File: config.mk
export PLATFORM = sky130hd
export DESIGN_NAME = button_debounce_hold_levels_top
export DESIGN_NICKNAME = d
export VERILOG_FILES = /design/src/rtl/core/bdhl_pkg.sv /design/src/rtl/core/button_debounce_hold_levels_top.sv
export SDC_FILE = /design/constraint.sdc
export NUM_CORES = 1
export LEC_CHECK = 0
export BUFFER_PORTS_ARGS = -buffer_cell sky130_fd_sc_hd__buf_2
export CAP_MARGIN = 10
export CORE_ASPECT_RATIO = 0.8
export CORE_MARGIN = 5
export CORE_UTILIZATION = 55
export DETAILED_ROUTE_END_ITERATION = 8
export PLACE_DENSITY_LB_ADDON = 0.15
export SLEW_MARGIN = 5
export SYNTH_ARGS = -nofsm -noshare
export SYNTH_HDL_FRONTEND = slang
export SYNTH_SLANG_ARGS = --single-unit
export TNS_END_PERCENT = 30
File: constraint.sdc
create_clock -name clock -period 4.3 [get_ports clock]
set_clock_uncertainty 0.2 [all_clocks]
set_input_delay 0.43 -clock clock [delete_from_list [all_inputs] [get_ports clock]]
set_output_delay 0.43 -clock clock [all_outputs]
set_load 0.05 [all_outputs]
File: src/rtl/core/bdhl_pkg.sv
// ----------------------------------------------------------------------------
// Button qualifier package
// Phase encoding, event codes and register indexes shared by the button
// debounce and hold-level qualifier.
// ----------------------------------------------------------------------------
package bdhl_pkg;

   // Width of each configuration register and of the write data bus.
   localparam int unsigned CSR_WIDTH     = 16;
   localparam int unsigned CSR_IDX_WIDTH = 3;
   localparam int unsigned CODE_WIDTH    = 3;

   // Configuration register indexes.
   localparam logic [CSR_IDX_WIDTH-1:0] CSR_DEBOUNCE    = 3'd0;
   localparam logic [CSR_IDX_WIDTH-1:0] CSR_HELD        = 3'd1;
   localparam logic [CSR_IDX_WIDTH-1:0] CSR_FIRST_HOLD  = 3'd2;
   localparam logic [CSR_IDX_WIDTH-1:0] CSR_SECOND_HOLD = 3'd3;
   localparam logic [CSR_IDX_WIDTH-1:0] CSR_THIRD_HOLD  = 3'd4;

   // Register values after reset.
   localparam logic [CSR_WIDTH-1:0] DEBOUNCE_RESET    = 16'd1;
   localparam logic [CSR_WIDTH-1:0] HELD_RESET        = 16'd7;
   localparam logic [CSR_WIDTH-1:0] FIRST_HOLD_RESET  = 16'd16;
   localparam logic [CSR_WIDTH-1:0] SECOND_HOLD_RESET = 16'd32;
   localparam logic [CSR_WIDTH-1:0] THIRD_HOLD_RESET  = 16'd48;

   // Event codes reported on the result channel.
   localparam logic [CODE_WIDTH-1:0] EV_NONE   = 3'd0;
   localparam logic [CODE_WIDTH-1:0] EV_PRESS  = 3'd1;
   localparam logic [CODE_WIDTH-1:0] EV_HELD   = 3'd2;
   localparam logic [CODE_WIDTH-1:0] EV_FIRST  = 3'd3;
   localparam logic [CODE_WIDTH-1:0] EV_SECOND = 3'd4;
   localparam logic [CODE_WIDTH-1:0] EV_THIRD  = 3'd5;

   // Phase codes reported on the result channel.
   localparam logic [CODE_WIDTH-1:0] PH_CODE_IDLE     = 3'd0;
   localparam logic [CODE_WIDTH-1:0] PH_CODE_PRESSED  = 3'd1;
   localparam logic [CODE_WIDTH-1:0] PH_CODE_RELEASED = 3'd2;
   localparam logic [CODE_WIDTH-1:0] PH_CODE_HELD     = 3'd3;
   localparam logic [CODE_WIDTH-1:0] PH_CODE_FIRST    = 3'd4;
   localparam logic [CODE_WIDTH-1:0] PH_CODE_SECOND   = 3'd5;
   localparam logic [CODE_WIDTH-1:0] PH_CODE_THIRD    = 3'd6;

   // One-hot phase machine encoding.
   typedef enum logic [6:0] {
      PH_IDLE     = 7'b000_0001,
      PH_PRESSED  = 7'b000_0010,
      PH_RELEASED = 7'b000_0100,
      PH_HELD     = 7'b000_1000,
      PH_FIRST    = 7'b001_0000,
      PH_SECOND   = 7'b010_0000,
      PH_THIRD    = 7'b100_0000
   } phase_type;

   // Maps the one-hot phase onto the code shown on the result channel.
   function automatic logic [CODE_WIDTH-1:0] phase_code(input phase_type ph);
      logic [CODE_WIDTH-1:0] code;
      unique case (ph)
         PH_PRESSED:  code = PH_CODE_PRESSED;
         PH_RELEASED: code = PH_CODE_RELEASED;
         PH_HELD:     code = PH_CODE_HELD;
         PH_FIRST:    code = PH_CODE_FIRST;
         PH_SECOND:   code = PH_CODE_SECOND;
         PH_THIRD:    code = PH_CODE_THIRD;
         default:     code = PH_CODE_IDLE;
      endcase
      return code;
   endfunction

endpackage

File: src/rtl/core/button_debounce_hold_levels_top.sv
// ----------------------------------------------------------------------------
// Button debounce and hold-level qualifier
// Qualifies one push button from a stream of polls (pin level plus a
// free-running tick value) and reports press, held and three hold-level
// events together with the current phase.
// ----------------------------------------------------------------------------
//
//   Channel  Direction  Handshake              Payload
//   req      in         req_valid / req_stall  req_button_level, req_now_tick
//   rsp      out        rsp_valid / rsp_stall  rsp_event_res, rsp_phase
//   csr      in         csr_write_en           csr_index, csr_wdata
//
// Each poll transaction gives exactly one result transaction. A transaction
// is first captured in an input register; from there the phase machine is
// evaluated and the result lands in the result register. One transaction
// can be taken every cycle while rsp_stall is low.
// The two registers form a skid pair: while the result register is held by
// rsp_stall, one further transaction is still accepted into the input
// register, and only then does req_stall rise.
// Reset is synchronous and active high; it returns the phase machine to
// idle, empties both registers and restores the register defaults.
//
// All tick differences are taken modulo 2^TICK_WIDTH. A threshold that is
// larger than the largest possible difference therefore never fires.
// ----------------------------------------------------------------------------
module button_debounce_hold_levels_top
   import bdhl_pkg::*;
#(
   parameter int unsigned TICK_WIDTH = 16
) (
   input  logic                     clock,
   input  logic                     reset,

   // Poll transactions.
   input  logic                     req_valid,
   output logic                     req_stall,
   input  logic                     req_button_level,
   input  logic [TICK_WIDTH-1:0]    req_now_tick,

   // Result transactions.
   output logic                     rsp_valid,
   input  logic                     rsp_stall,
   output logic [CODE_WIDTH-1:0]    rsp_event_res,
   output logic [CODE_WIDTH-1:0]    rsp_phase,

   // Configuration writes.
   input  logic                     csr_write_en,
   input  logic [CSR_IDX_WIDTH-1:0] csr_index,
   input  logic [CSR_WIDTH-1:0]     csr_wdata
);

   // Comparisons are made at the wider of the tick and register widths, so
   // that a threshold beyond the tick range can never be reached.
   localparam int unsigned CMP_WIDTH = (TICK_WIDTH > CSR_WIDTH) ? TICK_WIDTH : CSR_WIDTH;

   // Configuration registers.
   logic [CSR_WIDTH-1:0]  debounce_ff;
   logic [CSR_WIDTH-1:0]  held_ff;
   logic [CSR_WIDTH-1:0]  first_hold_ff;
   logic [CSR_WIDTH-1:0]  second_hold_ff;
   logic [CSR_WIDTH-1:0]  third_hold_ff;

   // Input register.
   logic                  req_hold_valid_ff;
   logic                  req_hold_valid_in;
   logic                  req_level_ff;
   logic [TICK_WIDTH-1:0] req_tick_ff;

   // Phase machine state.
   phase_type             phase_ff;
   phase_type             phase_in;
   logic [TICK_WIDTH-1:0] press_start_ff;
   logic [TICK_WIDTH-1:0] press_start_in;
   logic [TICK_WIDTH-1:0] hold_start_ff;
   logic [TICK_WIDTH-1:0] hold_start_in;

   // Result register.
   logic                  rsp_valid_ff;
   logic                  rsp_valid_in;
   logic [CODE_WIDTH-1:0] rsp_event_ff;
   logic [CODE_WIDTH-1:0] event_in;
   logic [CODE_WIDTH-1:0] rsp_phase_ff;

   // Control.
   logic                  advance;
   logic                  req_take;

   // Elapsed times and threshold checks.
   logic [TICK_WIDTH-1:0] press_elapsed;
   logic [TICK_WIDTH-1:0] hold_elapsed;
   logic                  reach_debounce;
   logic                  reach_held;
   logic                  reach_first;
   logic                  reach_second;
   logic                  reach_third;

   // ------------------------------------------------------------------------
   // Handshake. The held poll moves on whenever the result register is empty
   // or is being emptied in this cycle; the input register then takes a new
   // poll if it is empty or moving on.
   // ------------------------------------------------------------------------
   assign advance           = req_hold_valid_ff && (!rsp_valid_ff || !rsp_stall);
   assign req_stall         = req_hold_valid_ff && !advance;
   assign req_take          = req_valid && !req_stall;
   assign req_hold_valid_in = req_take || (req_hold_valid_ff && !advance);
   assign rsp_valid_in      = advance || (rsp_valid_ff && rsp_stall);

   assign rsp_valid     = rsp_valid_ff;
   assign rsp_event_res = rsp_event_ff;
   assign rsp_phase     = rsp_phase_ff;

   // ------------------------------------------------------------------------
   // Elapsed ticks since press start and hold start, wrapping at the tick
   // width, compared against the zero-extended thresholds.
   // ------------------------------------------------------------------------
   assign press_elapsed = req_tick_ff - press_start_ff;
   assign hold_elapsed  = req_tick_ff - hold_start_ff;

   assign reach_debounce = CMP_WIDTH'(press_elapsed) >= CMP_WIDTH'(debounce_ff);
   assign reach_held     = CMP_WIDTH'(press_elapsed) >= CMP_WIDTH'(held_ff);
   assign reach_first    = CMP_WIDTH'(hold_elapsed)  >= CMP_WIDTH'(first_hold_ff);
   assign reach_second   = CMP_WIDTH'(hold_elapsed)  >= CMP_WIDTH'(second_hold_ff);
   assign reach_third    = CMP_WIDTH'(hold_elapsed)  >= CMP_WIDTH'(third_hold_ff);

   // ------------------------------------------------------------------------
   // Phase machine. A release in any hold phase, or in the released phase,
   // goes back to idle. A release before the debounce time is dropped
   // without an event.
   // ------------------------------------------------------------------------
   always_comb begin
      phase_in       = phase_ff;
      press_start_in = press_start_ff;
      hold_start_in  = hold_start_ff;
      event_in       = EV_NONE;
      unique case (phase_ff)
         PH_PRESSED: begin
            if (req_level_ff) begin
               if (reach_held) begin
                  event_in      = EV_HELD;
                  phase_in      = PH_HELD;
                  hold_start_in = req_tick_ff;
               end
            end else if (reach_debounce) begin
               event_in = EV_PRESS;
               phase_in = PH_RELEASED;
            end else begin
               phase_in = PH_IDLE;
            end
         end
         PH_RELEASED: begin
            if (!req_level_ff) begin
               phase_in = PH_IDLE;
            end
         end
         PH_HELD: begin
            if (!req_level_ff) begin
               phase_in = PH_IDLE;
            end else if (reach_first) begin
               event_in = EV_FIRST;
               phase_in = PH_FIRST;
            end
         end
         PH_FIRST: begin
            if (!req_level_ff) begin
               phase_in = PH_IDLE;
            end else if (reach_second) begin
               event_in = EV_SECOND;
               phase_in = PH_SECOND;
            end
         end
         PH_SECOND: begin
            if (!req_level_ff) begin
               phase_in = PH_IDLE;
            end else if (reach_third) begin
               event_in = EV_THIRD;
               phase_in = PH_THIRD;
            end
         end
         PH_THIRD: begin
            if (!req_level_ff) begin
               phase_in = PH_IDLE;
            end
         end
         default: begin
            // Idle, and any code that cannot arise, waits for a press.
            if (req_level_ff) begin
               phase_in       = PH_PRESSED;
               press_start_in = req_tick_ff;
            end else begin
               phase_in = PH_IDLE;
            end
         end
      endcase
   end

   // ------------------------------------------------------------------------
   // Configuration registers. Writes to an index beyond the last register
   // are ignored.
   // ------------------------------------------------------------------------
   always_ff @(posedge clock) begin
      if (reset) begin
         debounce_ff    <= DEBOUNCE_RESET;
         held_ff        <= HELD_RESET;
         first_hold_ff  <= FIRST_HOLD_RESET;
         second_hold_ff <= SECOND_HOLD_RESET;
         third_hold_ff  <= THIRD_HOLD_RESET;
      end else if (csr_write_en) begin
         unique case (csr_index)
            CSR_DEBOUNCE:    debounce_ff    <= csr_wdata;
            CSR_HELD:        held_ff        <= csr_wdata;
            CSR_FIRST_HOLD:  first_hold_ff  <= csr_wdata;
            CSR_SECOND_HOLD: second_hold_ff <= csr_wdata;
            CSR_THIRD_HOLD:  third_hold_ff  <= csr_wdata;
            default: begin
            end
         endcase
      end
   end

   // ------------------------------------------------------------------------
   // Control state: valid flags and the phase machine.
   // ------------------------------------------------------------------------
   always_ff @(posedge clock) begin
      if (reset) begin
         req_hold_valid_ff <= 1'b0;
         rsp_valid_ff      <= 1'b0;
         phase_ff          <= PH_IDLE;
         press_start_ff    <= '0;
         hold_start_ff     <= '0;
      end else begin
         req_hold_valid_ff <= req_hold_valid_in;
         rsp_valid_ff      <= rsp_valid_in;
         if (advance) begin
            phase_ff       <= phase_in;
            press_start_ff <= press_start_in;
            hold_start_ff  <= hold_start_in;
         end
      end
   end

   // ------------------------------------------------------------------------
   // Payload registers.
   // ------------------------------------------------------------------------
   always_ff @(posedge clock) begin
      if (req_take) begin
         req_level_ff <= req_button_level;
         req_tick_ff  <= req_now_tick;
      end
      if (advance) begin
         rsp_event_ff <= event_in;
         rsp_phase_ff <= phase_code(phase_in);
      end
   end

endmodule
==> results.ini <==
[cells_and_area]
final_common_cell=nand2_1
layout_common_cells=nand2_1, dfxtp_1, inv_1
num_antenna_cells=0
syn2layout_area_growth_pct=25.51
nets=1338
drive_gt1_share_pct=21.30

[yosys]
synthXorXnorAreaFrac_pct=2.929
synthArstFlopShare_pct=0
synth-compound-area-share_pct=15.41
synth-edff-count=23
synth-seq-area-share_pct=35.90
syn_area_sq_um=8672
postSynthCellCount=1044
synth_top_family_by_area=simple AND/OR/NAND/NOR gates
synthSimpleGateAreaFrac_pct=18.51
synthDistinctLibCells=65
synth_seq_cells=144
yosys.area_share.adder_pct=16.33
avgSynthCellArea_sq_um=8.307
synth-warning-count=0
synthMuxAreaShare_pct=3.694
synth-main-ff-cell=dfxtp_1
syn_nets=1197

[power_and_ir_drop]
p_sw_uw=1043
p_int_uw=2582
p_leak_uw=0.004450
switching_share_pct=28.77
power.total_uw=3625
ir_drop_uv=299.8
seqPwrFrac_pct=39.5
comb_power_share_pct=22.5
power-per-cell-area_nw_per_um2=333.0
clockPowerShare_pct=38.0

[flow_run]
max-cap-violations=0

[grt]
grt_pass1_wl_mm=36.42
grt.total_usage_pct=25.22
antenna_found_initial=0
overflow=0
grt_max_degree=68
grt_pass1_vias=7451

[setup_path]
cpMostUsedCell=buf_6
worst_path_max_delay_cell=edfxtp_1
path_max_fanout=4
required_ns=4.47
critPathMaxStageDelay_ns=0.40
arrival_ns=4.63
worstSetupStartpoint=req_tick_ff[1]
cp_cell_sequence=buf_6, buf_6, inv_4, fa_2, nor2b_2, o21ai_2, a21boi_2, o211ai_1, a31oi_2, a21o_1, a21oi_2, xnor2_2, ha_1, nand4_1, nand2b_4, o22ai_4, a211oi_4, nand3_4, a32o_2, o21a_1, nor2_1
crit_path_start_kind=register
end_kind=register
path_class=reg -> reg
r2r-start=req_tick_ff[1]

[cts]
cts_buffers=17
cts_sinks=144
insertion_delay_ns=0.43
path_clk_slew_ns=0.06
root_buffer=clkbuf_16
clockBufferDepth=2
htreeDepth=4
cts_tree=yes

[drt]
vias_per_cell=5.370
wirelength_mm=22.54
drt-initial-drc-count=389
dr_total_vias=7583
drc=0
drtAntennaViolNets=0
post_drt_wl_per_cell_um=15.96
drtPass1Iterations=5

[sta]
hold_violations=0
worst_hold_slack_ns=0.02575
slew_headroom_pct=46.73
worst_slew_pin_slew_ns=0.7974
rsz0062_at_grt=yes
min_period_ns=4.464
max_freq_mhz=224.0
fin_crit_sh_pct=103.8
slew_violations=0
setup_violations=9
worst_slack_ns=-0.1641

[placed_design]
gp_congestion=0.8701
io_buffers=48
hpwl_mm=15.81

[floorplan]
die_h_um=122.3
die-area_sq_um=18390
num_rows=41
ioPinCount=49
core_sq_um=15650
start_util_pct=55.43
fp.dieW_um=150.4

[hold_path]
hold_class=in -> reg
min_from=req_valid

[run_status]
violations=negative setup slack
outcome=finished with violations

-- synthesized netlist by cell type, drive strengths merged (5+ instances only) --
| master | n | area [sq um] |
|---|---|---|
| a211o | 6 | 52.55 |
| ha | 110 | 1376 |
| mux2i | 32 | 320.3 |
| edfxtp | 23 | 690.7 |
| dfxtp | 121 | 2422 |
| a21oi | 114 | 570.6 |
| nor2b | 7 | 43.79 |
| nand4 | 8 | 65.06 |
| a31oi | 8 | 50.05 |
| nand2 | 190 | 713.2 |
| nor2 | 75 | 286.5 |
| inv | 119 | 446.7 |
| o21a | 10 | 75.07 |
| o21ai | 23 | 118.9 |
| o211ai | 6 | 45.04 |
| a21o | 18 | 136.4 |
| nor3 | 15 | 85.08 |
| xor2 | 11 | 96.34 |
| or2 | 5 | 31.28 |
| nand3 | 12 | 65.06 |
| and3 | 10 | 65.06 |
| clkbuf | 31 | 126.4 |
| nand3b | 8 | 60.06 |
| nand2b | 7 | 43.79 |
| or3 | 5 | 31.28 |
| xnor2 | 18 | 157.7 |
| a211oi | 7 | 67.57 |
-- cell families after synthesis --
family	Yosys count
AND/OR/NAND/NOR	356
XOR/XNOR	29
flip-flops	144
AO/OA/AOI/OAI	216
buffers and inverters	155
multiplexers	32
adder cells (fa/ha/maj)	112
-- worst paths after layout --
kind	to	slack, ns	depth (start not counted)
setup / recovery	phase_ff[6]	-0.16	21
setup reg to reg	phase_ff[6]	-0.16	21
hold reg to reg	first_hold_ff[3]	0.25	2
hold / removal	req_hold_valid_ff	0.03	3
-- power by group through the flow --
stage / combinational (uW) / sequential, uW / clock [uW]
after floorplan: 439 / 1460 / 0
after global placement: 670 / 1460 / 0
after detailed placement: 681 / 1460 / 0
after CTS: 745 / 1430 / 1400
after global routing: 909 / 1440 / 1460
final: 814 / 1430 / 1380
-- cell type report --
type | count | area [sq um]
multi-input combinational | 745 | 5348
fill | 1289 | 4762
sequential | 144 | 3113
timing repair buffer | 157 | 1162
inverter | 120 | 452.9
clock buffer | 19 | 442.9
tap | 215 | 269.0
clock inverter | 12 | 96.34
-- state kept, by name, indices dropped and copies added, names as in the netlist, 7 cells and up --
| signal | cells |
|---|---|
| phase_ff | 7 |
| first_hold_ff | 16 |
| debounce_ff | 16 |
| req_tick_ff | 16 |
| press_start_ff | 16 |
| second_hold_ff | 16 |
| held_ff | 16 |
| hold_start_ff | 16 |
| third_hold_ff | 16 |
-- worst max-delay path, delay by kind of cell (launching register included) --
family | cells | cell delay (ns)
buf+inv | 3 | 0.26
compound gates | 10 | 1.79
fa+ha+maj | 2 | 0.69
simple gates | 5 | 0.79
xor+xnor | 1 | 0.27
flops | 1 | 0.40
-- per-stage QoR --
stage | util (%) | area, sq um | worst slack, ns | std cells | setup TNS [ns]
3_5_place_dp | 60.96 | 9538 | -0.4142 | 1341 | -8.309
2_1_floorplan | - | 8672 | 0.2314 | 1044 | 0
6_report | 69.56 | 10880 | -0.1641 | 1412 | -0.7177
3_3_place_gp | 60.96 | 9538 | -0.3655 | 1341 | -7.270
5_1_grt | 69.56 | 10880 | -0.3520 | 1412 | -6.038
4_1_cts | 67.60 | 10580 | -0.06814 | 1408 | -0.2545
-- metal layers --
metal / track usage (%) / vias to the layer above / share of wire [%]
li1: - / 3822 / -
met1: 33.23 / 3567 / 46
met2: 42.65 / 160 / 48
met3: 5.316 / 34 / 4.2
met4: 5.943 / 0 / 1.8
met5: 0 / - / 0
-- timing repair --
action | 4_1_cts | 5_1_grt
setup buffers | 19 | 7
pin swaps | 42 | 54
setup endpoints to repair | 29 | 29
hold endpoints to repair | 17 | 0
hold buffers | 17 | 0
gates cloned | 1 | 0
resized for setup | 37 | 56
(Power assumes the default switching activity.)
